<file path="src/hw/rtl/pehi_ram.sv">
// Generic simple dual-port RAM, one write port, one registered read port.
module pehi_ram #(
   parameter int WIDTH = 8,
   parameter int DEPTH = 16
) (
   input  logic                     clock,
   input  logic                     wr_en,
   input  logic [$clog2(DEPTH)-1:0] wr_addr,
   input  logic [WIDTH-1:0]         wr_data,
   input  logic [$clog2(DEPTH)-1:0] rd_addr,
   output logic [WIDTH-1:0]         rd_data
);

   logic [WIDTH-1:0] mem_ff [DEPTH];
   logic [WIDTH-1:0] rd_data_ff;

   always_ff @(posedge clock) begin
      if (wr_en) begin
         mem_ff[wr_addr] <= wr_data;
      end
      rd_data_ff <= mem_ff[rd_addr];
   end

   assign rd_data = rd_data_ff;

endmodule

</file>
<file path="config.mk">
export PLATFORM = sky130hd
export DESIGN_NAME = pehi_ram
export DESIGN_NICKNAME = d
export VERILOG_FILES = /design/src/hw/rtl/pehi_ram.sv
export SDC_FILE = /design/constraint.sdc
export NUM_CORES = 1
export LEC_CHECK = 0
export BUFFER_PORTS_ARGS = -buffer_cell sky130_fd_sc_hd__buf_2
export CAP_MARGIN = 20
export CORE_MARGIN = 2
export CORE_UTILIZATION = 50
export DETAILED_ROUTE_END_ITERATION = 10
export PLACE_DENSITY = 0.67
export SYNTH_ARGS = -nofsm -noshare
export SYNTH_HDL_FRONTEND = slang
export SYNTH_SLANG_ARGS = --single-unit
</file>
<file path="constraint.sdc">
create_clock -name clock -period 3.8 [get_ports clock]
set_clock_uncertainty 0.2 [all_clocks]
set_input_delay 0.38 -clock clock [delete_from_list [all_inputs] [get_ports clock]]
set_output_delay 0.38 -clock clock [all_outputs]
set_load 0.005 [all_outputs]
</file>
# Word-level counts from Yosys, hierarchy flattened

Memories as Yosys holds them, arrays and structs flattened. A register that Yosys moved wholly into a read port is not among the register bits.
Index checks and enable logic that the tools add are counted.

Bits in registers: 0
Bits in writable memories: 128
Bits of input ports: 18
Output and inout bits: 8
Word-level logic and storage cells: 3
Memories: 1

Mux-type cells: 2

Memories:

| memory | depth | width | rd ports | clocked after memory_dff | write ports | line | RTL |
|---|---|---|---|---|---|---|---|
| mem_ff | 16    | 8     | 1        | 1                        | 1           | 14   | `logic [WIDTH-1:0] mem_ff [DEPTH];` |

Operator list:

| kind   | count |
|---|---|
| $mux 1 | 2 |

# Depth between registers and ports, before layout

Depth in word-level cells: 2
Gate-level depth with buffers: 5

# Least setup slack after synthesis

OpenSTA, ideal clock, no wires.

Kind: input port to flip-flop
From: in wr_addr[2]
To: mem mem_ff[0][0], enable pin
Arrival: 1490 ps
Required time: 3217 ps
Path slack: 1727 ps
Cell stages on the path: 2
Buffers on the path: 0
Cell sequence: or3b_2 nor3_1

RTL lines:

| what               | line | RTL |
|---|---|---|
| start: declaration | 8    | `input logic [$clog2(DEPTH)-1:0] wr_addr,` |
| end: declaration   | 14   |  |

No word-level cell before the write port.

==> impl_metrics.json <==
{
  "worst_pin_slew_ns": 1.04,
  "synth_edf_count": 128,
  "fin_crit_sh_pct": 51.8,
  "placed_area_um2": 5390,
  "cts_resized": 0,
  "hp-class": "in -> reg",
  "setup_viol": 0,
  "vias": 2366,
  "hold_buffers": 0,
  "fp.dieH_um": 105,
  "ios": 26,
  "antennaDiodeCount": 0,
  "fp.dieW_um": 105,
  "clockBufferDepth": 2,
  "p_int_mw": 2.74,
  "syn_inst": 229,
  "crit_family": "buffers and inverters",
  "p_per_area_nw_per_um2": 574,
  "leakagePower_nw": 2.00,
  "num_rows": 37,
  "syn-cell-area_um2": 5150,
  "relSlewSlack_pct": 30.5,
  "min_period_ns": 1.97,
  "path_clk_slew_ns": 0.06,
  "global_route.overflow_total": 0,
  "final_area_um2": 5990,
  "routedWlPerCell_um": 21.8,
  "initial_core_util_pct": 50.8,
  "dp_hpwl_um": 5570,
  "worst_path_max_delay_cell": "mux4_1",
  "clockPowerShare_pct": 46.8,
  "viasPerCell": 5.67,
  "drc": 0,
  "core-area_um2": 10100,
  "max_stage_delay_ns": 0.60,
  "cap_violations": 0,
  "maxSlewViolCount": 0,
  "antenna_found_initial": 0,
  "path_cells": "buf_2 -> buf_4 -> mux4_1 -> a22oi_1 -> nand2_1",
  "clk_latency_ns": 0.51,
  "worstSetupPathType": "in -> reg",
  "peakVddDrop_uv": 300,
  "nFillCells": 733,
  "dieArea_um2": 11100,
  "post-route-util_pct": 59.0,
  "cp.required_ns": 3.98,
  "grt_pass1_vias": 2428,
  "area_growth_pct": 16.3,
  "critPathBufInv": 2,
  "synth_warnings": 0,
  "route.final.wire_length_um": 9070,
  "cts_tree": "built",
  "async_flop_share_pct": 0,
  "netlist-cell-type-count": 19,
  "status": "complete, no violations",
  "rsz0062_at_grt": "false",
  "netSwitchingFraction_pct": 20.2,
  "tns_ns": 0,
  "syn_area_per_cell_um2": 22.5,
  "fmax_mhz": 508,
  "syn-num-nets": 247,
  "synth-seq-cells": 136,
  "grt_max_degree": 33,
  "grt_use_total_pct": 17.8,
  "htreeDepth": 4,
  "p_sw_mw": 0.694,
  "p_seq_share_pct": 49.1,
  "nNetsFinal": 286,
  "power.total_mw": 3.44,
  "drtPass1Iterations": 4,
  "cts_setup_buffers": 0,
  "yosysSeqAreaShare_pct": 77.8,
  "path_max_fanout": 20,
  "cp_data_arrival_time_ns": 2.15,
  "ys.flop_type": "edfxtp_1",
  "place.gp.congestion": 0.719,
  "clock-sinks": 136,
  "drt_iter0_drc": 190,
  "drive_above_1_share_pct": 28.1,
  "cts_root_buf": "clkbuf_8",
  "critPathLaunchType": "primary input",
  "detail-route-antenna-nets": 0,
  "grt_pass1_wl_um": 13800,
  "cts_made_buffers": 17,
  "port-buffer-count": 25,
  "p_comb_share_pct": 4.1,
  "crit_path_end_kind": "register",
  "hold_viol": 0
}
[metal layers]
| layer | vias to the layer above | part of all wire, % | global-route usage [%] |
|---|---|---|---|
| met3 | 5 | 4.9 | 5.07 |
| met2 | 59 | 51 | 28.2 |
| met4 | 0 | 0.77 | 6.29 |
| met5 | - | 0 | 0 |
| li1 | 1055 | - | - |
| met1 | 1247 | 43 | 23.8 |
[Yosys cell counts, types with 3 or more instances]
cell type	instances	area share, %
a22oi_1	16	2.3
buf_2	3	0.29
buf_6	3	0.66
clkdlybuf4s25_2	3	0.58
dfxtp_1	8	3.1
edfxtp_1	128	75
mux4_1	14	7.1
mux4_2	18	7.9
nand2_1	9	0.66
nor2_1	13	0.95
nor3_1	4	0.39
[worst reg2reg max path: cells and delay by family, from the launching register on]
family             cells  cell delay [ns]
muxes                  1             0.49
DFF                    1             0.37
AOI/OAI and AO/OA      1             0.29
and+or+nand+nor        1             0.10
[state kept, by name, indices dropped and copies added, names as in the netlist]
name,count
rd_data,8
mem_ff,128
[power by group through the flow]
stage                     clock network, mW  registers [mW]  logic, mW
after floorplan                           0            1.72     0.0851
after global placement                    0            1.72      0.141
after detailed placement                  0            1.72      0.144
after CTS                              1.63            1.69      0.145
after global routing                   1.70            1.69      0.154
final                                  1.61            1.69      0.141
[path summary, 6_finish.rpt]
path                 start            to  slack, ns  cells after the start
max             rd_addr[0]    rd_data[4]       1.83                      5
min reg2reg  mem_ff[14][2]    rd_data[2]       0.47                      3
max reg2reg   mem_ff[8][4]    rd_data[4]       2.23                      3
min             wr_data[7]  mem_ff[6][7]       0.05                      1
[kinds of logic (layout without fill, tap and decap cells)]
| logic type | after synthesis | in the layout | share of synthesized area, % |
|---|---|---|---|
| DFF | 136 | 136 | 77.8 |
| muxes | 32 | 32 | 15.0 |
| and+or+nand+nor | 35 | 35 | 3.18 |
| AOI/OAI and AO/OA | 16 | 16 | 2.33 |
| buffers and inverters | 10 | 62 | 1.68 |
[cell usage in the layout (no fill, tap or decap), types with 4 or more instances in the layout]
| cell | count |
|---|---|
| edfxtp_1 | 128 |
| buf_2 | 25 |
| mux4_2 | 18 |
| a22oi_1 | 16 |
| clkbuf_16 | 16 |
| mux4_1 | 14 |
| nor2_1 | 13 |
| nand2_1 | 9 |
| dfxtp_1 | 8 |
| buf_4 | 5 |
| nor3_1 | 4 |
[stage by stage]
step | instances | hold slack, ns | worst slack (ns)
after floorplan | 229 | 0.279 | 1.73
after global placement | 385 | 0.456 | 1.28
after detailed placement | 385 | 0.465 | 1.29
after CTS | 417 | 0.0303 | 1.79
after global routing | 417 | 0.0471 | 1.75
final | 417 | 0.0510 | 1.83
[cell type report]
class	instances	area [um2]	share of cell area (%)
multi-input cells	83	1060	17.7
well taps	136	170	2.84
clock buffers	19	422	7.04
clock inverters	13	170	2.84
flip-flops and latches	136	4000	66.9
repair buffers	30	163	2.72
Note: power is estimated with default switching activity, not from simulation.
